<file path="src/sv/acbs_pkg.sv">
`timescale 1ns / 1ps
`default_nettype none
// ----------------------------------------------------------------------------
// acbs_pkg
// Types, register indexes and AES helper functions shared by the counter-mode
// byte stream cipher core.
// ----------------------------------------------------------------------------
package acbs_pkg;

	// A 16-byte AES block; element 0 is the first (most significant) byte.
	typedef logic [0:15][7:0] aes_block_t;

	// Configuration register indexes.
	typedef enum logic [2:0] {
		REG_KEY_HIGH  = 3'd0,
		REG_KEY_LOW   = 3'd1,
		REG_BASE_HIGH = 3'd2,
		REG_BASE_LOW  = 3'd3,
		REG_CTR_BYTES = 3'd4
	} reg_idx_t;

	localparam logic [4:0] CTR_BYTES_RESET = 5'd8;
	localparam logic [4:0] CTR_BYTES_MAX   = 5'd16;
	localparam logic [3:0] AES_ROUNDS      = 4'd10;
	localparam logic [1:0] KS_SLOTS        = 2'd2;

	// Input opcodes.
	localparam logic OP_DATA = 1'b0;
	localparam logic OP_SEEK = 1'b1;

	// Configuration as seen by the AES engine.
	typedef struct packed {
		logic [63:0] key_high;
		logic [63:0] key_low;
		logic [63:0] base_high;
		logic [63:0] base_low;
		logic [4:0]  ctr_bytes;
	} cfg_t;

	// One classified request waiting between front and back.
	typedef struct packed {
		logic       need_ks;
		logic       is_data;
		logic [3:0] idx;
		logic [7:0] data;
		logic       eob;
	} q_entry_t;

	// Keystream job from the front to the AES engine.
	typedef struct packed {
		logic        valid;
		logic [63:0] pos;
	} job_t;

	localparam logic [7:0] SBOX [256] = '{
		8'h63,8'h7c,8'h77,8'h7b,8'hf2,8'h6b,8'h6f,8'hc5,8'h30,8'h01,8'h67,8'h2b,8'hfe,8'hd7,8'hab,8'h76,
		8'hca,8'h82,8'hc9,8'h7d,8'hfa,8'h59,8'h47,8'hf0,8'had,8'hd4,8'ha2,8'haf,8'h9c,8'ha4,8'h72,8'hc0,
		8'hb7,8'hfd,8'h93,8'h26,8'h36,8'h3f,8'hf7,8'hcc,8'h34,8'ha5,8'he5,8'hf1,8'h71,8'hd8,8'h31,8'h15,
		8'h04,8'hc7,8'h23,8'hc3,8'h18,8'h96,8'h05,8'h9a,8'h07,8'h12,8'h80,8'he2,8'heb,8'h27,8'hb2,8'h75,
		8'h09,8'h83,8'h2c,8'h1a,8'h1b,8'h6e,8'h5a,8'ha0,8'h52,8'h3b,8'hd6,8'hb3,8'h29,8'he3,8'h2f,8'h84,
		8'h53,8'hd1,8'h00,8'hed,8'h20,8'hfc,8'hb1,8'h5b,8'h6a,8'hcb,8'hbe,8'h39,8'h4a,8'h4c,8'h58,8'hcf,
		8'hd0,8'hef,8'haa,8'hfb,8'h43,8'h4d,8'h33,8'h85,8'h45,8'hf9,8'h02,8'h7f,8'h50,8'h3c,8'h9f,8'ha8,
		8'h51,8'ha3,8'h40,8'h8f,8'h92,8'h9d,8'h38,8'hf5,8'hbc,8'hb6,8'hda,8'h21,8'h10,8'hff,8'hf3,8'hd2,
		8'hcd,8'h0c,8'h13,8'hec,8'h5f,8'h97,8'h44,8'h17,8'hc4,8'ha7,8'h7e,8'h3d,8'h64,8'h5d,8'h19,8'h73,
		8'h60,8'h81,8'h4f,8'hdc,8'h22,8'h2a,8'h90,8'h88,8'h46,8'hee,8'hb8,8'h14,8'hde,8'h5e,8'h0b,8'hdb,
		8'he0,8'h32,8'h3a,8'h0a,8'h49,8'h06,8'h24,8'h5c,8'hc2,8'hd3,8'hac,8'h62,8'h91,8'h95,8'he4,8'h79,
		8'he7,8'hc8,8'h37,8'h6d,8'h8d,8'hd5,8'h4e,8'ha9,8'h6c,8'h56,8'hf4,8'hea,8'h65,8'h7a,8'hae,8'h08,
		8'hba,8'h78,8'h25,8'h2e,8'h1c,8'ha6,8'hb4,8'hc6,8'he8,8'hdd,8'h74,8'h1f,8'h4b,8'hbd,8'h8b,8'h8a,
		8'h70,8'h3e,8'hb5,8'h66,8'h48,8'h03,8'hf6,8'h0e,8'h61,8'h35,8'h57,8'hb9,8'h86,8'hc1,8'h1d,8'h9e,
		8'he1,8'hf8,8'h98,8'h11,8'h69,8'hd9,8'h8e,8'h94,8'h9b,8'h1e,8'h87,8'he9,8'hce,8'h55,8'h28,8'hdf,
		8'h8c,8'ha1,8'h89,8'h0d,8'hbf,8'he6,8'h42,8'h68,8'h41,8'h99,8'h2d,8'h0f,8'hb0,8'h54,8'hbb,8'h16
	};

	function automatic logic [7:0] sbox(input logic [7:0] a);
		return SBOX[a];
	endfunction

	// Multiply by x in GF(2^8).
	function automatic logic [7:0] xt(input logic [7:0] a);
		return {a[6:0], 1'b0} ^ (a[7] ? 8'h1b : 8'h00);
	endfunction

endpackage
`default_nettype wire

</file>
<file path="src/sv/acbs_back.sv">
`timescale 1ns / 1ps
`default_nettype none
// ----------------------------------------------------------------------------
// acbs_back
// Takes classified requests from the queue, switches to a fresh keystream
// block where one is due, and XORs data bytes into the output register.
// ----------------------------------------------------------------------------
module acbs_back (
	input  wire logic                  clk,
	input  wire logic                  arst_n,
	input  wire acbs_pkg::q_entry_t    head,
	input  wire logic                  q_empty,
	output logic                       q_pop,
	input  wire logic                  ks_avail,
	input  wire acbs_pkg::aes_block_t  ks_head,
	output logic                       ks_pop,
	output logic                       out_valid,
	input  wire logic                  out_stall,
	output logic [7:0]                 out_byte,
	output logic                       buffer_end
);
	import acbs_pkg::*;

	aes_block_t ks_q;
	aes_block_t blk;
	logic       out_valid_q;
	logic [7:0] out_byte_q;
	logic       buffer_end_q;
	logic       out_free;

	assign out_free = !out_valid_q || !out_stall;
	assign q_pop    = !q_empty && (!head.need_ks || ks_avail) && out_free;
	assign ks_pop   = q_pop && head.need_ks;
	assign blk      = head.need_ks ? ks_head : ks_q;

	assign out_valid  = out_valid_q;
	assign out_byte   = out_byte_q;
	assign buffer_end = buffer_end_q;

	// Current keystream block.
	always_ff @(posedge clk) begin
		if (ks_pop) begin
			ks_q <= ks_head;
		end
	end

	// Output register.
	always_ff @(posedge clk or negedge arst_n) begin
		if (!arst_n) begin
			out_valid_q <= 1'b0;
		end else if (q_pop && head.is_data) begin
			out_valid_q <= 1'b1;
		end else if (!out_stall) begin
			out_valid_q <= 1'b0;
		end
	end

	always_ff @(posedge clk) begin
		if (q_pop && head.is_data) begin
			out_byte_q   <= head.data ^ blk[head.idx];
			buffer_end_q <= head.eob;
		end
	end

endmodule
`default_nettype wire

</file>
<file path="config.mk">
export PLATFORM = sky130hd
export DESIGN_NAME = acbs_back
export DESIGN_NICKNAME = d
export VERILOG_FILES = /design/src/sv/acbs_pkg.sv /design/src/sv/acbs_back.sv
export SDC_FILE = /design/constraint.sdc
export NUM_CORES = 1
export LEC_CHECK = 0
export BUFFER_PORTS_ARGS = -buffer_cell sky130_fd_sc_hd__buf_2
export CAP_MARGIN = 20
export CORE_MARGIN = 2
export CORE_UTILIZATION = 57
export CTS_CLUSTER_SIZE = 25
export DETAILED_ROUTE_END_ITERATION = 7
export GPL_ROUTABILITY_DRIVEN = 0
export PLACE_DENSITY = 0.9
export SLEW_MARGIN = 25
export SYNTH_ARGS = -nofsm -noshare
export SYNTH_HDL_FRONTEND = slang
export SYNTH_SLANG_ARGS = --single-unit
</file>
<file path="constraint.sdc">
create_clock -name clk -period 13.6 [get_ports clk]
set_input_delay 2.04 -clock clk [delete_from_list [all_inputs] [get_ports clk]]
set_output_delay 2.04 -clock clk [all_outputs]
set_load 0.1 [all_outputs]
</file>
==> flow_summary.ini <==
[status]
status = complete, no violations

[clocking]
clock_sinks = 138
clk_latency_ns = 0.43
post_cts_resized = 0
numCtsBuffers = 17
cts_hold_buf = 0
cts_tree = built
htreeDepth = 4
clock_path_buffers = 2
cts_root_buf = clkbuf_16
clkSlewWorstSetupHoldPaths_ns = 0.06
postCtsSetupRepairBufs = 0

[floorplan]
rows = 39
die-area_mm2 = 0.0124
pin_count = 160
fp.dieH_um = 111
die_x_um = 111
core_mm2 = 0.0114
initial_core_util = 0.579

[synth]
synth_cell_type_count = 26
mappedNetlistArea_mm2 = 0.00659
yosys.area.top_type = edfxtp_1
ys_seq_elements = 138
syn_area_per_cell_um2 = 15.3
synth_nets = 578
synthDominantCellAreaShare = 0.625
synth_cells = 430
yosys_warnings = 0
yosysSeqAreaShare = 0.628
synthTopCellsByArea = edfxtp_1 62%, mux2i_1 19%, a22oi_1 6.8%

[job]
maxCapViolations = 0

[sta]
tightest_slew_ns = 1.01
tns_ns = 0
rsz0062_at_grt = false
fmax_mhz = 167
finalCritPeriodShare = 0.440
slew-limit-headroom = 0.325
whs_ns = 0.519
skew_ns = 0.00854
hold_viol = 0
finalSetupViolCount = 0
period_minus_slack_ns = 5.98
drv_slew = 0

[global_route]
antenna_found_initial = 3
grt_overflow = 0
track_usage = 0.249
grt_pass1_vias = 4481
grt_pass1_wl_mm = 23.4
grt_max_degree = 77

[route]
drt-initial-drc-count = 409
viasPerCell = 6.07
ant_nets = 0
drt-pass1-iter-count = 5
drc = 0
vias = 4503
wirelength_mm = 15.3
wl_per_cell_um = 20.7

[power_and_ir_drop]
power_density_mw_per_mm2 = 135
peakVddDrop_v = 0.000113
p_total_uw = 1080
p_leak_uw = 0.00322

[final_layout]
layout.nets = 732
design_area_mm2 = 0.00798
final_cell_mix = 158 x buf_2, 137 x edfxtp_1, 124 x mux2i_1, 60 x a22oi_1, 30 x a21oi_1
layout-drive-gt1-share = 0.341
fill_cells = 794
utilization = 0.702
syn_to_final_growth_pct = 21.2
final_common_cell = buf_2

[placed_design]
port_buffers = 159
dp_hpwl_mm = 10.3
postPlaceCellArea_mm2 = 0.00739

[worst_hold_path]
min_path_cells = 1
min_from = out_valid
holdPathEnd = out_valid
hold_class = register to register

[critical_path]
critPathLaunchType = input pin
path_class = input pin to output pin
cp_num_buf_inv = 2
r2r-start = out_valid
crit_slowest_cell = and2_4
crit_fanout = 54
rr_worst_depth = 3
end_kind = output pin
r2r_end = ks_q[110]
crit_required_ns = 11.56
crit_family = buffers and inverters
worstPathCellList = buf_4, a221oi_1, and2_4, buf_2
crit_arrival_ns = 3.94
r2r_slack_ns = 10.80
crit_path_max_incr_delay_ns = 0.73
[per-stage QoR]
step	std cells	setup WS, ns
after floorplan	430	2.82
after global placement	708	7.69
after detailed placement	708	7.62
after CTS	739	7.62
after global routing	740	7.54
final	742	7.62
[kinds of logic (layout without fill, tap and decap cells)]
family,after synthesis,in the layout,share of synthesized area
DFF,138,138,0.628
muxes,126,126,0.196
AOI/OAI and AO/OA,92,92,0.0937
and+or+nand+nor,36,36,0.0380
buffers and inverters,30,196,0.0334
xor gates and xnor gates,8,8,0.0106
other,0,3,0
[metal layers]
metal | track usage | up-vias | wire [µm] | part of all wire
met1 | 0.327 | 2177 | 6260 | 0.41
met4 | 0.100 | 0 | 391 | 0.026
met3 | 0.0659 | 28 | 1250 | 0.082
met2 | 0.399 | 250 | 7420 | 0.48
li1 | - | 2048 | - | -
met5 | 0 | - | 0 | 0
[worst register-to-register path, delay by kind of cell, from the launching register on]
| kind | cells | cell delay (ns) |
|---|---|---|
| DFF | 1 | 0.39 |
| AOI/OAI and AO/OA | 1 | 0.36 |
| and+or+nand+nor | 1 | 0.73 |
| buffers and inverters | 1 | 0.89 |
[layout make-up]
class / instances / area (µm²) / area share
flip-flops and latches: 138 / 4140 / 0.518
multi-input cells: 262 / 2230 / 0.280
repair buffers: 164 / 840 / 0.105
clock buffers: 17 / 425 / 0.0533
well taps: 143 / 179 / 0.0224
clock inverters: 14 / 156 / 0.0196
diodes: 3 / 7.51 / 0.000940
inverters: 1 / 3.75 / 0.000470
[Yosys cell counts]
| library cell | n |
|---|---|
| or2_2 | 1 |
| nand2_1 | 2 |
| mux4_1 | 1 |
| a21o_1 | 1 |
| mux2i_1 | 124 |
| nand4b_1 | 1 |
| nand2b_1 | 5 |
| buf_4 | 6 |
| a221oi_1 | 1 |
| nor2b_1 | 6 |
| buf_6 | 7 |
| nor2_1 | 4 |
| edfxtp_1 | 137 |
| xor2_1 | 8 |
| mux4_2 | 1 |
| buf_2 | 8 |
| buf_8 | 2 |
| nor4_2 | 7 |
| and2_1 | 4 |
| clkbuf_1 | 6 |
| inv_1 | 1 |
| a22oi_1 | 60 |
| dfrtp_1 | 1 |
| nand4_1 | 1 |
| a21oi_1 | 30 |
| nand3_1 | 5 |
[power breakdown]
group	switching [µW]	internal, µW	total, µW
clock network	172	284	456
logic	78.3	48.7	127
registers	4.94	491	496
[registers in the layout, summed over array words and instances (netlist names)]
register,cells
ks_q,128
out_byte,8
buffer_end,1
out_valid,1
[how the worst max path moves through the flow]
| stage | startpoint | to | slack (ns) | cells past startpoint |
|---|---|---|---|---|
| after global placement | head[14] | ks_pop | 7.69 | 4 |
| after detailed placement | head[14] | ks_pop | 7.62 | 4 |
| final | head[14] | ks_pop | 7.62 | 4 |
| after CTS | head[14] | ks_pop | 7.62 | 4 |
| after global routing | head[14] | ks_pop | 7.54 | 4 |
| after floorplan | head[14] | ks_pop | 2.82 | 5 |
No activity file was read; power rests on OpenSTA's default activity.
