--- src/sv/acbs_pkg.sv ---
`timescale 1ns / 1ps
`default_nettype none
// ----------------------------------------------------------------------------
// acbs_pkg
// Types, register indexes and AES helper functions shared by the counter-mode
// byte stream cipher core.
// ----------------------------------------------------------------------------
package acbs_pkg;

	// A 16-byte AES block; element 0 is the first (most significant) byte.
	typedef logic [0:15][7:0] aes_block_t;

	// Configuration register indexes.
	typedef enum logic [2:0] {
		REG_KEY_HIGH  = 3'd0,
		REG_KEY_LOW   = 3'd1,
		REG_BASE_HIGH = 3'd2,
		REG_BASE_LOW  = 3'd3,
		REG_CTR_BYTES = 3'd4
	} reg_idx_t;

	localparam logic [4:0] CTR_BYTES_RESET = 5'd8;
	localparam logic [4:0] CTR_BYTES_MAX   = 5'd16;
	localparam logic [3:0] AES_ROUNDS      = 4'd10;
	localparam logic [1:0] KS_SLOTS        = 2'd2;

	// Input opcodes.
	localparam logic OP_DATA = 1'b0;
	localparam logic OP_SEEK = 1'b1;

	// Configuration as seen by the AES engine.
	typedef struct packed {
		logic [63:0] key_high;
		logic [63:0] key_low;
		logic [63:0] base_high;
		logic [63:0] base_low;
		logic [4:0]  ctr_bytes;
	} cfg_t;

	// One classified request waiting between front and back.
	typedef struct packed {
		logic       need_ks;
		logic       is_data;
		logic [3:0] idx;
		logic [7:0] data;
		logic       eob;
	} q_entry_t;

	// Keystream job from the front to the AES engine.
	typedef struct packed {
		logic        valid;
		logic [63:0] pos;
	} job_t;

	localparam logic [7:0] SBOX [256] = '{
		8'h63,8'h7c,8'h77,8'h7b,8'hf2,8'h6b,8'h6f,8'hc5,8'h30,8'h01,8'h67,8'h2b,8'hfe,8'hd7,8'hab,8'h76,
		8'hca,8'h82,8'hc9,8'h7d,8'hfa,8'h59,8'h47,8'hf0,8'had,8'hd4,8'ha2,8'haf,8'h9c,8'ha4,8'h72,8'hc0,
		8'hb7,8'hfd,8'h93,8'h26,8'h36,8'h3f,8'hf7,8'hcc,8'h34,8'ha5,8'he5,8'hf1,8'h71,8'hd8,8'h31,8'h15,
		8'h04,8'hc7,8'h23,8'hc3,8'h18,8'h96,8'h05,8'h9a,8'h07,8'h12,8'h80,8'he2,8'heb,8'h27,8'hb2,8'h75,
		8'h09,8'h83,8'h2c,8'h1a,8'h1b,8'h6e,8'h5a,8'ha0,8'h52,8'h3b,8'hd6,8'hb3,8'h29,8'he3,8'h2f,8'h84,
		8'h53,8'hd1,8'h00,8'hed,8'h20,8'hfc,8'hb1,8'h5b,8'h6a,8'hcb,8'hbe,8'h39,8'h4a,8'h4c,8'h58,8'hcf,
		8'hd0,8'hef,8'haa,8'hfb,8'h43,8'h4d,8'h33,8'h85,8'h45,8'hf9,8'h02,8'h7f,8'h50,8'h3c,8'h9f,8'ha8,
		8'h51,8'ha3,8'h40,8'h8f,8'h92,8'h9d,8'h38,8'hf5,8'hbc,8'hb6,8'hda,8'h21,8'h10,8'hff,8'hf3,8'hd2,
		8'hcd,8'h0c,8'h13,8'hec,8'h5f,8'h97,8'h44,8'h17,8'hc4,8'ha7,8'h7e,8'h3d,8'h64,8'h5d,8'h19,8'h73,
		8'h60,8'h81,8'h4f,8'hdc,8'h22,8'h2a,8'h90,8'h88,8'h46,8'hee,8'hb8,8'h14,8'hde,8'h5e,8'h0b,8'hdb,
		8'he0,8'h32,8'h3a,8'h0a,8'h49,8'h06,8'h24,8'h5c,8'hc2,8'hd3,8'hac,8'h62,8'h91,8'h95,8'he4,8'h79,
		8'he7,8'hc8,8'h37,8'h6d,8'h8d,8'hd5,8'h4e,8'ha9,8'h6c,8'h56,8'hf4,8'hea,8'h65,8'h7a,8'hae,8'h08,
		8'hba,8'h78,8'h25,8'h2e,8'h1c,8'ha6,8'hb4,8'hc6,8'he8,8'hdd,8'h74,8'h1f,8'h4b,8'hbd,8'h8b,8'h8a,
		8'h70,8'h3e,8'hb5,8'h66,8'h48,8'h03,8'hf6,8'h0e,8'h61,8'h35,8'h57,8'hb9,8'h86,8'hc1,8'h1d,8'h9e,
		8'he1,8'hf8,8'h98,8'h11,8'h69,8'hd9,8'h8e,8'h94,8'h9b,8'h1e,8'h87,8'he9,8'hce,8'h55,8'h28,8'hdf,
		8'h8c,8'ha1,8'h89,8'h0d,8'hbf,8'he6,8'h42,8'h68,8'h41,8'h99,8'h2d,8'h0f,8'hb0,8'h54,8'hbb,8'h16
	};

	function automatic logic [7:0] sbox(input logic [7:0] a);
		return SBOX[a];
	endfunction

	// Multiply by x in GF(2^8).
	function automatic logic [7:0] xt(input logic [7:0] a);
		return {a[6:0], 1'b0} ^ (a[7] ? 8'h1b : 8'h00);
	endfunction

endpackage
`default_nettype wire

--- src/sv/acbs_queue.sv ---
`timescale 1ns / 1ps
`default_nettype none
// ----------------------------------------------------------------------------
// acbs_queue
// Short first-in first-out queue of classified requests between the front
// and the back, so that each side can stall on its own.
// ----------------------------------------------------------------------------
module acbs_queue #(
	parameter int DEPTH = 16
) (
	input  wire logic               clk,
	input  wire logic               arst_n,
	input  wire logic               push,
	input  wire acbs_pkg::q_entry_t push_entry,
	input  wire logic               pop,
	output acbs_pkg::q_entry_t      head,
	output logic                    empty,
	output logic                    full
);
	import acbs_pkg::*;

	localparam int PW = (DEPTH > 1) ? $clog2(DEPTH) : 1;
	localparam int CW = $clog2(DEPTH + 1);
	localparam logic [PW-1:0] LAST = PW'(DEPTH - 1);

	q_entry_t          mem_q [DEPTH];
	logic [PW-1:0]     wr_q;
	logic [PW-1:0]     rd_q;
	logic [CW-1:0]     cnt_q;

	assign empty = (cnt_q == '0);
	assign full  = (cnt_q == CW'(DEPTH));
	assign head  = mem_q[rd_q];

	// Storage: written at the tail only.
	always_ff @(posedge clk) begin
		if (push) begin
			mem_q[wr_q] <= push_entry;
		end
	end

	// Pointers and fill count.
	always_ff @(posedge clk or negedge arst_n) begin
		if (!arst_n) begin
			wr_q  <= '0;
			rd_q  <= '0;
			cnt_q <= '0;
		end else begin
			if (push) begin
				wr_q <= (wr_q == LAST) ? '0 : wr_q + 1'b1;
			end
			if (pop) begin
				rd_q <= (rd_q == LAST) ? '0 : rd_q + 1'b1;
			end
			if (push && !pop) begin
				cnt_q <= cnt_q + 1'b1;
			end else if (pop && !push) begin
				cnt_q <= cnt_q - 1'b1;
			end
		end
	end

endmodule
`default_nettype wire

--- config.mk ---
export PLATFORM = sky130hd
export DESIGN_NAME = acbs_queue
export DESIGN_NICKNAME = d
export VERILOG_FILES = /design/src/sv/acbs_pkg.sv /design/src/sv/acbs_queue.sv
export SDC_FILE = /design/constraint.sdc
export NUM_CORES = 1
export LEC_CHECK = 0
export CAP_MARGIN = 20
export CORE_ASPECT_RATIO = 0.9
export CORE_MARGIN = 10
export CORE_UTILIZATION = 40
export CTS_BUF_LIST = sky130_fd_sc_hd__clkbuf_4
export CTS_CLUSTER_SIZE = 24
export DETAILED_ROUTE_END_ITERATION = 10
export DONT_BUFFER_PORTS = 1
export PLACE_DENSITY = 0.66
export SLEW_MARGIN = 20
export SYNTH_ARGS = -nofsm -noshare
export SYNTH_HDL_FRONTEND = slang
export SYNTH_SLANG_ARGS = --single-unit
--- constraint.sdc ---
create_clock -name clk -period 3.2 [get_ports clk]
set_input_delay 0.16 -clock clk [delete_from_list [all_inputs] [get_ports clk]]
set_output_delay 0.16 -clock clk [all_outputs]
set_load 0.005 [all_outputs]
==> flow_metrics.env <==
export IMPL_nFillCells=2060
export IMPL_synthTopCellsByArea="edfxtp_1 72%, mux4_2 9.9%, mux2i_1 4.6%"
export IMPL_final_nets=605
export IMPL_dieArea_mm2=0.0318
export IMPL_rows=54
export IMPL_seq_area_frac_synth_pct=75.2
export IMPL_slowest_delay_ns=0.72
export IMPL_rsz0062_at_grt="false"
export IMPL_initialDrtViolationCount=411
export IMPL_cap_viol_max_count=0
export IMPL_numCtsBuffers=59
export IMPL_wire_per_inst_um=22.4
export IMPL_finalMaxSlewViolations=0
export IMPL_grt_max_degree=68
export IMPL_skew_ns=0.0292
export IMPL_fp_dieH_um=170
export IMPL_finalHoldViolCount=0
export IMPL_syn_cell_area_mm2=0.0100
export IMPL_synth_top_family_by_area="multiplexers"
export IMPL_yosysMostFrequentCell="edfxtp_1"
export IMPL_clk_latency_ns=0.65
export IMPL_grtUsageTotal_pct=13.4
export IMPL_p_total_mw=8.87
export IMPL_synth_top_cell_by_area="edfxtp_1"
export IMPL_synth_area_per_cell_um2=20.0
export IMPL_ir_worst_vdd_v=0.000327
export IMPL_synth_ff_type="edfxtp_1"
export IMPL_core_area_mm2=0.0245
export IMPL_synthMuxAreaShare_pct=15.1
export IMPL_syn_num_nets=529
export IMPL_synth_cells=500
export IMPL_synth_seq_cells=253
export IMPL_clock_root_buffer="clkbuf_4"
export IMPL_postCtsResizedCells=0
export IMPL_port_buffers=0
export IMPL_num_vias=5172
export IMPL_path_max_fanout=15
export IMPL_tns_ns=0
export IMPL_holdWs_ns=0.337
export IMPL_tritoncts="built"
export IMPL_endpoint_kind="output port"
export IMPL_globalplace_congestion=0.761
export IMPL_grt_pass1_vias=5535
export IMPL_synth_edf_count=240
export IMPL_yosys_warnings=0
export IMPL_p_leak_nw=3.81
export IMPL_clk_pin_slew_ns=0.07
export IMPL_crit_required_ns=3.04
export IMPL_fmax_mhz=338
export IMPL_antenna_found_initial=7
export IMPL_synth_commonest_cells="240 x edfxtp_1, 46 x mux2i_1, 44 x mux4_2"
export IMPL_cts_sinks=253
export IMPL_finalSetupViolCount=0
export IMPL_h_tree_depth=2
export IMPL_drtPass1Iterations=4
export IMPL_start_kind="flop"
export IMPL_grt_overflow_total=0
export IMPL_ant_nets=0
export IMPL_netlist_cell_type_count=35
export IMPL_pin_count=36
export IMPL_worst_pin_slew_ns=0.869
export IMPL_period_needed_ns=2.95
export IMPL_dp_hpwl_um=12400
export IMPL_cts_max_path_buffers=3
export IMPL_status="complete, no violations"
export IMPL_async_reset_ff_share_pct=5.14
export IMPL_die_w_um=187
export IMPL_power_density_mw_per_mm2=775
export IMPL_synth_compound_area_share_pct=4.02
export IMPL_period_share_pct=92.3
export IMPL_yosysTopAreaCellShare_pct=71.9
export IMPL_path_class="flop to output port"
export IMPL_yosys_area_share_simple_pct=2.00
export IMPL_critPathSlowestCell="and2_1"
export IMPL_max_slew_margin_pct=41.8
export IMPL_synth_fa_ha_area_share_pct=1.32
export IMPL_area_delta_synth_final_pct=14.2
export IMPL_drive_above_1_share_pct=27.3
export IMPL_arrival_ns=2.79
export IMPL_min_delay_path_class="input pin to flop"
export IMPL_path_cells="and2_1 > a22oi_1 > mux2i_1 > o21ai_0"
export IMPL_initial_utilization_pct=41.0
export IMPL_viasPerCell=5.40
export IMPL_remaining_drc_errors=0
export IMPL_grt_pass1_wl_um=32700
export IMPL_synthXorXnorAreaFrac_pct=0.524
export IMPL_routed_wl_um=21400
[where the power goes]
part | leakage, nW | internal [mW] | total (mW) | switching (mW)
Combinational | 1.03 | 0.901 | 2.10 | 1.20
Sequential | 2.32 | 3.96 | 4.25 | 0.291
Clock | 0.451 | 1.32 | 2.52 | 1.20
[through the flow]
stage	utilization, %	setup slack, ns	cells	instance area, µm²
after global routing	46.8	0.0714	957	11400
after detailed placement	42.8	0.806	831	10500
after CTS	46.7	0.0960	953	11400
after global placement	42.8	0.841	831	10500
after floorplan	-	0.980	500	10000
final	46.8	0.245	958	11400
[logic make-up after synthesis]
group	after synthesis
buf+inv	33
fa+ha+maj	10
simple gates	44
mux	94
flops	253
xor+xnor	6
compound gates	60
[area by class of cell]
| cell class | instances | area (µm²) | area share [%] |
|---|---|---|---|
| Clock buffer | 80 | 601 | 5.25 |
| Antenna cell | 4 | 10.0 | 0.0874 |
| Tap cell | 336 | 420 | 3.67 |
| Timing Repair Buffer | 43 | 395 | 3.45 |
| Clock inverter | 23 | 149 | 1.30 |
| Inverter | 5 | 18.8 | 0.164 |
| Multi-Input combinational cell | 214 | 2320 | 20.2 |
| Sequential cell | 253 | 7540 | 65.8 |
[path summary, 6_finish.rpt]
| path | slack, ns | from | endpoint | cells after the start |
|---|---|---|---|---|
| worst max-delay path | 0.25 | rd_q[0] | head[0] | 4 |
| worst min-delay path | 0.34 | pop | rd_q[3] | 3 |
| worst max register to register | 1.08 | wr_q[1] | mem_q[1][6] | 5 |
| worst min register to register | 0.49 | cnt_q[4] | cnt_q[4] | 1 |
| max in group asynchronous | 2.16 | arst_n | rd_q[1] | 2 |
| min in group asynchronous | 0.53 | arst_n | cnt_q[1] | 2 |
[state kept, by name (all words and copies together), names as in the netlist]
| signal | cells |
|---|---|
| mem_q | 240 |
| cnt_q | 5 |
| wr_q | 4 |
| rd_q | 4 |
[worst max-delay path: cells and delay by family, from the launching register on]
family	cells	cell delay [ns]
compound gates	2	0.51
flops	1	0.59
simple gates	1	0.72
mux	1	0.32
[routing by layer]
metal	vias up	GRT usage [%]	part of all wire (%)
met5	-	0	0.19
met4	6	5.43	2.5
met3	49	3.72	6.9
met2	196	21.7	48
met1	2674	16.8	42
li1	2247	-	-
[layout by cell type, fill, tap and decap left out, types with 12 or more instances in the layout]
master,count
nand2_1,12
mux2i_1,46
mux4_2,44
edfxtp_1,240
nor2_1,15
a22oi_1,15
dlygate4sd3_1,19
clkbuf_4,80
a32oi_1,15
o21ai_0,12
buf_4,22
clkinv_1,12
[what timing repair did]
item / 4_1_cts / 5_1_grt
hold buffers: 19 / 0
endpoints found under the setup margin: 0 / 1
buffers inserted: 0 / 1
endpoints found under the hold margin: 329 / 0
Power figures use the tool's default switching activity.
