[config.mk]
export PLATFORM = sky130hd
export DESIGN_NAME = acbs_front
export DESIGN_NICKNAME = d
export VERILOG_FILES = /design/src/sv/acbs_pkg.sv /design/src/sv/acbs_front.sv
export SDC_FILE = /design/constraint.sdc
export NUM_CORES = 1
export LEC_CHECK = 0
export CAP_MARGIN = 20
export CORE_ASPECT_RATIO = 0.8
export CORE_MARGIN = 8
export CORE_UTILIZATION = 54
export CTS_CLUSTER_SIZE = 8
export DETAILED_ROUTE_END_ITERATION = 10
export DONT_BUFFER_PORTS = 1
export PLACE_DENSITY = 0.77
export SLEW_MARGIN = 10
export SYNTH_ARGS = -nofsm -noshare
export SYNTH_HDL_FRONTEND = slang
export SYNTH_SLANG_ARGS = --single-unit
[constraint.sdc]
create_clock -name clk -period 5.2 [get_ports clk]
set_clock_uncertainty 0.2 [all_clocks]
set_input_delay 0.52 -clock clk [delete_from_list [all_inputs] [get_ports clk]]
set_output_delay 0.52 -clock clk [all_outputs]
set_load 0.01 [all_outputs]
[src/sv/acbs_pkg.sv]
`timescale 1ns / 1ps
`default_nettype none
// ----------------------------------------------------------------------------
// acbs_pkg
// Types, register indexes and AES helper functions shared by the counter-mode
// byte stream cipher core.
// ----------------------------------------------------------------------------
package acbs_pkg;

	// A 16-byte AES block; element 0 is the first (most significant) byte.
	typedef logic [0:15][7:0] aes_block_t;

	// Configuration register indexes.
	typedef enum logic [2:0] {
		REG_KEY_HIGH  = 3'd0,
		REG_KEY_LOW   = 3'd1,
		REG_BASE_HIGH = 3'd2,
		REG_BASE_LOW  = 3'd3,
		REG_CTR_BYTES = 3'd4
	} reg_idx_t;

	localparam logic [4:0] CTR_BYTES_RESET = 5'd8;
	localparam logic [4:0] CTR_BYTES_MAX   = 5'd16;
	localparam logic [3:0] AES_ROUNDS      = 4'd10;
	localparam logic [1:0] KS_SLOTS        = 2'd2;

	// Input opcodes.
	localparam logic OP_DATA = 1'b0;
	localparam logic OP_SEEK = 1'b1;

	// Configuration as seen by the AES engine.
	typedef struct packed {
		logic [63:0] key_high;
		logic [63:0] key_low;
		logic [63:0] base_high;
		logic [63:0] base_low;
		logic [4:0]  ctr_bytes;
	} cfg_t;

	// One classified request waiting between front and back.
	typedef struct packed {
		logic       need_ks;
		logic       is_data;
		logic [3:0] idx;
		logic [7:0] data;
		logic       eob;
	} q_entry_t;

	// Keystream job from the front to the AES engine.
	typedef struct packed {
		logic        valid;
		logic [63:0] pos;
	} job_t;

	localparam logic [7:0] SBOX [256] = '{
		8'h63,8'h7c,8'h77,8'h7b,8'hf2,8'h6b,8'h6f,8'hc5,8'h30,8'h01,8'h67,8'h2b,8'hfe,8'hd7,8'hab,8'h76,
		8'hca,8'h82,8'hc9,8'h7d,8'hfa,8'h59,8'h47,8'hf0,8'had,8'hd4,8'ha2,8'haf,8'h9c,8'ha4,8'h72,8'hc0,
		8'hb7,8'hfd,8'h93,8'h26,8'h36,8'h3f,8'hf7,8'hcc,8'h34,8'ha5,8'he5,8'hf1,8'h71,8'hd8,8'h31,8'h15,
		8'h04,8'hc7,8'h23,8'hc3,8'h18,8'h96,8'h05,8'h9a,8'h07,8'h12,8'h80,8'he2,8'heb,8'h27,8'hb2,8'h75,
		8'h09,8'h83,8'h2c,8'h1a,8'h1b,8'h6e,8'h5a,8'ha0,8'h52,8'h3b,8'hd6,8'hb3,8'h29,8'he3,8'h2f,8'h84,
		8'h53,8'hd1,8'h00,8'hed,8'h20,8'hfc,8'hb1,8'h5b,8'h6a,8'hcb,8'hbe,8'h39,8'h4a,8'h4c,8'h58,8'hcf,
		8'hd0,8'hef,8'haa,8'hfb,8'h43,8'h4d,8'h33,8'h85,8'h45,8'hf9,8'h02,8'h7f,8'h50,8'h3c,8'h9f,8'ha8,
		8'h51,8'ha3,8'h40,8'h8f,8'h92,8'h9d,8'h38,8'hf5,8'hbc,8'hb6,8'hda,8'h21,8'h10,8'hff,8'hf3,8'hd2,
		8'hcd,8'h0c,8'h13,8'hec,8'h5f,8'h97,8'h44,8'h17,8'hc4,8'ha7,8'h7e,8'h3d,8'h64,8'h5d,8'h19,8'h73,
		8'h60,8'h81,8'h4f,8'hdc,8'h22,8'h2a,8'h90,8'h88,8'h46,8'hee,8'hb8,8'h14,8'hde,8'h5e,8'h0b,8'hdb,
		8'he0,8'h32,8'h3a,8'h0a,8'h49,8'h06,8'h24,8'h5c,8'hc2,8'hd3,8'hac,8'h62,8'h91,8'h95,8'he4,8'h79,
		8'he7,8'hc8,8'h37,8'h6d,8'h8d,8'hd5,8'h4e,8'ha9,8'h6c,8'h56,8'hf4,8'hea,8'h65,8'h7a,8'hae,8'h08,
		8'hba,8'h78,8'h25,8'h2e,8'h1c,8'ha6,8'hb4,8'hc6,8'he8,8'hdd,8'h74,8'h1f,8'h4b,8'hbd,8'h8b,8'h8a,
		8'h70,8'h3e,8'hb5,8'h66,8'h48,8'h03,8'hf6,8'h0e,8'h61,8'h35,8'h57,8'hb9,8'h86,8'hc1,8'h1d,8'h9e,
		8'he1,8'hf8,8'h98,8'h11,8'h69,8'hd9,8'h8e,8'h94,8'h9b,8'h1e,8'h87,8'he9,8'hce,8'h55,8'h28,8'hdf,
		8'h8c,8'ha1,8'h89,8'h0d,8'hbf,8'he6,8'h42,8'h68,8'h41,8'h99,8'h2d,8'h0f,8'hb0,8'h54,8'hbb,8'h16
	};

	function automatic logic [7:0] sbox(input logic [7:0] a);
		return SBOX[a];
	endfunction

	// Multiply by x in GF(2^8).
	function automatic logic [7:0] xt(input logic [7:0] a);
		return {a[6:0], 1'b0} ^ (a[7] ? 8'h1b : 8'h00);
	endfunction

endpackage
`default_nettype wire

[src/sv/acbs_front.sv]
`timescale 1ns / 1ps
`default_nettype none
// ----------------------------------------------------------------------------
// acbs_front
// Accepts requests, keeps the stream position and classifies each request:
// whether it needs a fresh keystream block and whether it yields a byte.
// ----------------------------------------------------------------------------
module acbs_front (
	input  wire logic               clk,
	input  wire logic               arst_n,
	input  wire logic               in_valid,
	output logic                    in_stall,
	input  wire logic               opcode,
	input  wire logic [7:0]         data_byte,
	input  wire logic [63:0]        new_position,
	input  wire logic               end_of_buffer,
	output logic                    q_push,
	output acbs_pkg::q_entry_t      q_entry,
	input  wire logic               q_full,
	output acbs_pkg::job_t          job,
	input  wire logic               job_ready
);
	import acbs_pkg::*;

	logic [63:0] pos_q;
	logic        is_data;
	logic        moves;
	logic        need_ks;
	logic        need_entry;
	logic        accept;

	// Classification of the offered request.
	always_comb begin
		is_data    = (opcode == OP_DATA);
		moves      = !is_data && (new_position != pos_q);
		need_ks    = is_data ? (pos_q[3:0] == 4'd0) : (moves && (new_position[3:0] != 4'd0));
		need_entry = is_data || need_ks;
	end

	assign in_stall = (need_entry && q_full) || (need_ks && !job_ready);
	assign accept   = in_valid && !in_stall;

	// Request into the queue and keystream job to the engine.
	always_comb begin
		q_push          = accept && need_entry;
		q_entry.need_ks = need_ks;
		q_entry.is_data = is_data;
		q_entry.idx     = pos_q[3:0];
		q_entry.data    = data_byte;
		q_entry.eob     = end_of_buffer;
		job.valid       = accept && need_ks;
		job.pos         = is_data ? pos_q : new_position;
	end

	// Stream position.
	always_ff @(posedge clk or negedge arst_n) begin
		if (!arst_n) begin
			pos_q <= '0;
		end else if (accept) begin
			if (is_data) begin
				pos_q <= pos_q + 64'd1;
			end else if (moves) begin
				pos_q <= new_position;
			end
		end
	end

endmodule
`default_nettype wire

==> flow_metrics.py <==
metrics = {
    "hold_path": {
        "worstHoldEndpoint": "pos_q[39]",
        "hold_start": "opcode",
        "hold_depth": 1,
        "hold_class": "in -> reg",
    },
    "clock_network": {
        "clkLatencyLatePin_ns": 0.34,
        "root_buffer": "clkbuf_16",
        "post_cts_buffers": 0,
        "clock_sinks": 64,
        "cts_tree": "built",
        "htreeDepth": 3,
        "post_cts_resize_count": 0,
        "numCtsBuffers": 9,
        "clk_path_buf_depth": 2,
        "clk_pin_slew_ns": 0.06,
    },
    "detailed_routing": {
        "antenna_left": 0,
        "vias": 6211,
        "routed_wl_microns": 21900,
        "drc_errors": 0,
        "via_per_inst": 7.01,
        "first_pass_iters": 5,
        "wire_per_inst_microns": 24.7,
        "drt_iter0_markers": 806,
    },
    "setup_path": {
        "crit_path_start_kind": "register",
        "endpoint_kind": "register",
        "reg2reg_to": "pos_q[45]",
        "path_max_fanout": 16,
        "regToRegStartpoint": "pos_q[0]",
        "rrSetupSlack_ns": 1.18,
        "critPathRequiredTime_ns": 5.20,
        "worstSetupPathType": "reg -> reg",
        "r2r_cells": 9,
        "crit_arrival_ns": 4.02,
    },
    "layout": {
        "syn_to_final_growth_pct": 2.91,
        "top_regs": "pos_q (64)",
        "final_nets": 814,
        "antennaDiodeCount": 0,
        "utilization_pct": 56.0,
        "regMostFlops": "pos_q",
        "largest_reg_flops": 64,
        "drive_above_1_share_pct": 11.5,
    },
    "sta": {
        "final.min_clock_period_ns": 4.02,
        "rsz0062_at_grt": "no",
        "max_slew_margin_pct": 24.7,
        "fin_crit_sh_pct": 77.3,
        "slew_viol_final": 0,
        "hold_viol_final": 0,
        "fin_ws_ns": 1.18,
        "fmax_ghz": 0.249,
        "tns_ns": 0,
        "worst_pin_slew_ns": 1.12,
        "setup_viol": 0,
    },
    "synth": {
        "synthCells": 794,
        "synth-seq-cells": 64,
        "netlist_area_sq_um": 6150,
        "yosys_warnings": 0,
        "synthFlopType": "dfrtp_1",
        "synth-seq-area-share_pct": 26.0,
        "synth_edf_count": 0,
        "syn_nets": 875,
        "synthArstFlopShare_pct": 100,
        "syn_avg_cell_area_sq_um": 7.75,
        "synth_cell_types": 71,
    },
    "power_and_ir_drop": {
        "p_per_area_nw_per_um2": 328,
        "leakagePower_nw": 2.26,
        "power_w": 0.00207,
        "peakVddDrop_uv": 169,
    },
    "job": {
        "max_cap_violations": 0,
    },
    "global_routing": {
        "grt_overflow": 0,
        "grt_pass1_wl_microns": 33700,
        "grt_max_degree": 158,
        "antenna_found_initial": 0,
        "track_usage_pct": 28.2,
        "grt_pass1_vias": 5758,
    },
    "place": {
        "io_buffers": 0,
        "gp_congestion": 0.936,
        "place_hpwl_microns": 15400,
        "dp_slack_ns": 1.33,
    },
    "floorplan": {
        "die_h_microns": 111,
        "pin_count": 161,
        "fp.dieArea_sq_um": 15100,
        "core_sq_um": 11300,
        "die_x_microns": 135,
        "initial_core_util_pct": 54.5,
        "rows": 35,
    },
    "run_status": {
        "status": "completed",
    },
}
==> metrics by stage <==
| step | hold WS [ns] | cells | instance area (sq um) |
|---|---|---|---|
| global route | 0.0746 | 886 | 6330 |
| global placement | 0.0280 | 868 | 5990 |
| floorplan | 0.0244 | 794 | 6150 |
| CTS | 0.0713 | 886 | 6330 |
| finish | 0.101 | 886 | 6330 |
| detailed placement | 0.0281 | 868 | 5990 |
==> per-layer routing <==
layer	vias up	global-route usage (%)	share of wire, %
met2	392	39.6	43
met5	-	0	0
li1	2802	-	-
met3	44	11.7	14
met4	0	9.90	2.7
met1	2973	37.6	41
==> worst max-delay path, cell delays in order (launching register included) <==
cell      delay (ns)
dfrtp_1         0.55
inv_1           0.10
ha_1            0.24
nor2b_1         0.14
a221oi_1        0.57
o21a_1          0.62
nand2_1         0.65
or4_1           0.68
o21ai_0         0.09
a21oi_1         0.06
==> cell usage in the layout (no fill, tap or decap), drive strengths merged, types with 5 or more instances in the layout <==
master	synthesis	layout
o2bb2ai	6	6
or4	8	8
mux2	42	42
mux2i	5	5
nor2b	5	5
a21o	9	9
a21oi	61	61
buf	42	9
o31ai	5	5
xnor2	64	64
a22oi	7	7
and4	6	6
o22ai	33	33
inv	19	19
nor4	13	13
nor3	24	24
clkbuf	40	13
o21a	7	7
o21ai	59	59
nand4	37	37
dfrtp	64	64
nor2	57	57
or3	8	8
nand3	42	42
nand2	67	67
and3	14	14
==> how the worst max path moves through the flow <==
stage	from	end	slack, ns	depth (start not counted)
finish	pos_q[0]	pos_q[45]	1.18	9
global route	pos_q[0]	pos_q[45]	1.05	9
CTS	pos_q[0]	pos_q[45]	1.31	9
detailed placement	pos_q[0]	pos_q[45]	1.33	9
global placement	pos_q[0]	pos_q[45]	1.44	9
floorplan	pos_q[0]	pos_q[45]	2.52	10
==> cell type report <==
cell class	count	area, sq um
multi-input cells	629	4080
flip-flops and latches	64	1600
clock inverters	3	40.0
clock buffers	13	260
inverters	19	71.3
fillers	1025	4970
well taps	148	185
repair buffers	10	97.6
==> cells by family (layout without fill, tap and decap cells) <==
logic type	Yosys count	in the layout	synth area share, %
AND/OR/NAND/NOR	291	291	25.3
AO/OA/AOI/OAI	225	225	22.9
buffers and inverters	101	45	7.79
XOR/XNOR	64	64	9.11
flip-flops	64	64	26.0
multiplexers	47	47	8.50
adder cells (fa/ha/maj)	2	2	0.407
==> Yosys cell counts (3+ instances only) <==
cell type / n / area [sq um]
a211o_1: 3 / 26.3
a211oi_1: 4 / 30.0
a21o_1: 9 / 67.6
a21oi_1: 60 / 300
a22oi_1: 7 / 52.6
a311oi_1: 4 / 35.0
and2_1: 4 / 25.0
and3_1: 14 / 87.6
and4_1: 5 / 43.8
buf_1: 4 / 15.0
buf_2: 18 / 90.1
buf_4: 20 / 150
clkbuf_1: 38 / 143
dfrtp_1: 64 / 1600
inv_1: 18 / 67.6
mux2_2: 42 / 473
mux2i_1: 5 / 50.1
nand2_1: 66 / 248
nand3_1: 41 / 205
nand4_1: 35 / 219
nor2_1: 56 / 210
nor2b_1: 5 / 31.3
nor3_1: 23 / 115
nor4_1: 10 / 62.6
o21a_1: 7 / 52.6
o21ai_0: 56 / 280
o21ai_1: 3 / 15.0
o22ai_1: 33 / 206
o2bb2ai_1: 6 / 52.6
o31ai_1: 5 / 37.5
o32ai_1: 4 / 35.0
or3_1: 8 / 50.1
or4_1: 7 / 52.6
xnor2_1: 64 / 561
==> report_power, final <==
part	total (W)	switching [W]	internal (W)
Clock	0.000634	0.000237	0.000396
Sequential	0.000816	0.000217	0.000599
Combinational	0.000626	0.000357	0.000269
Total	0.00207	0.000811	0.00126
==> timing repair <==
| action | CTS | global route |
|---|---|---|
| hold endpoints to repair | 64 | 0 |
| endpoints found under the setup margin | 0 | 0 |
| hold buffers | 2 | 0 |
Power figures use the tool's default switching activity.
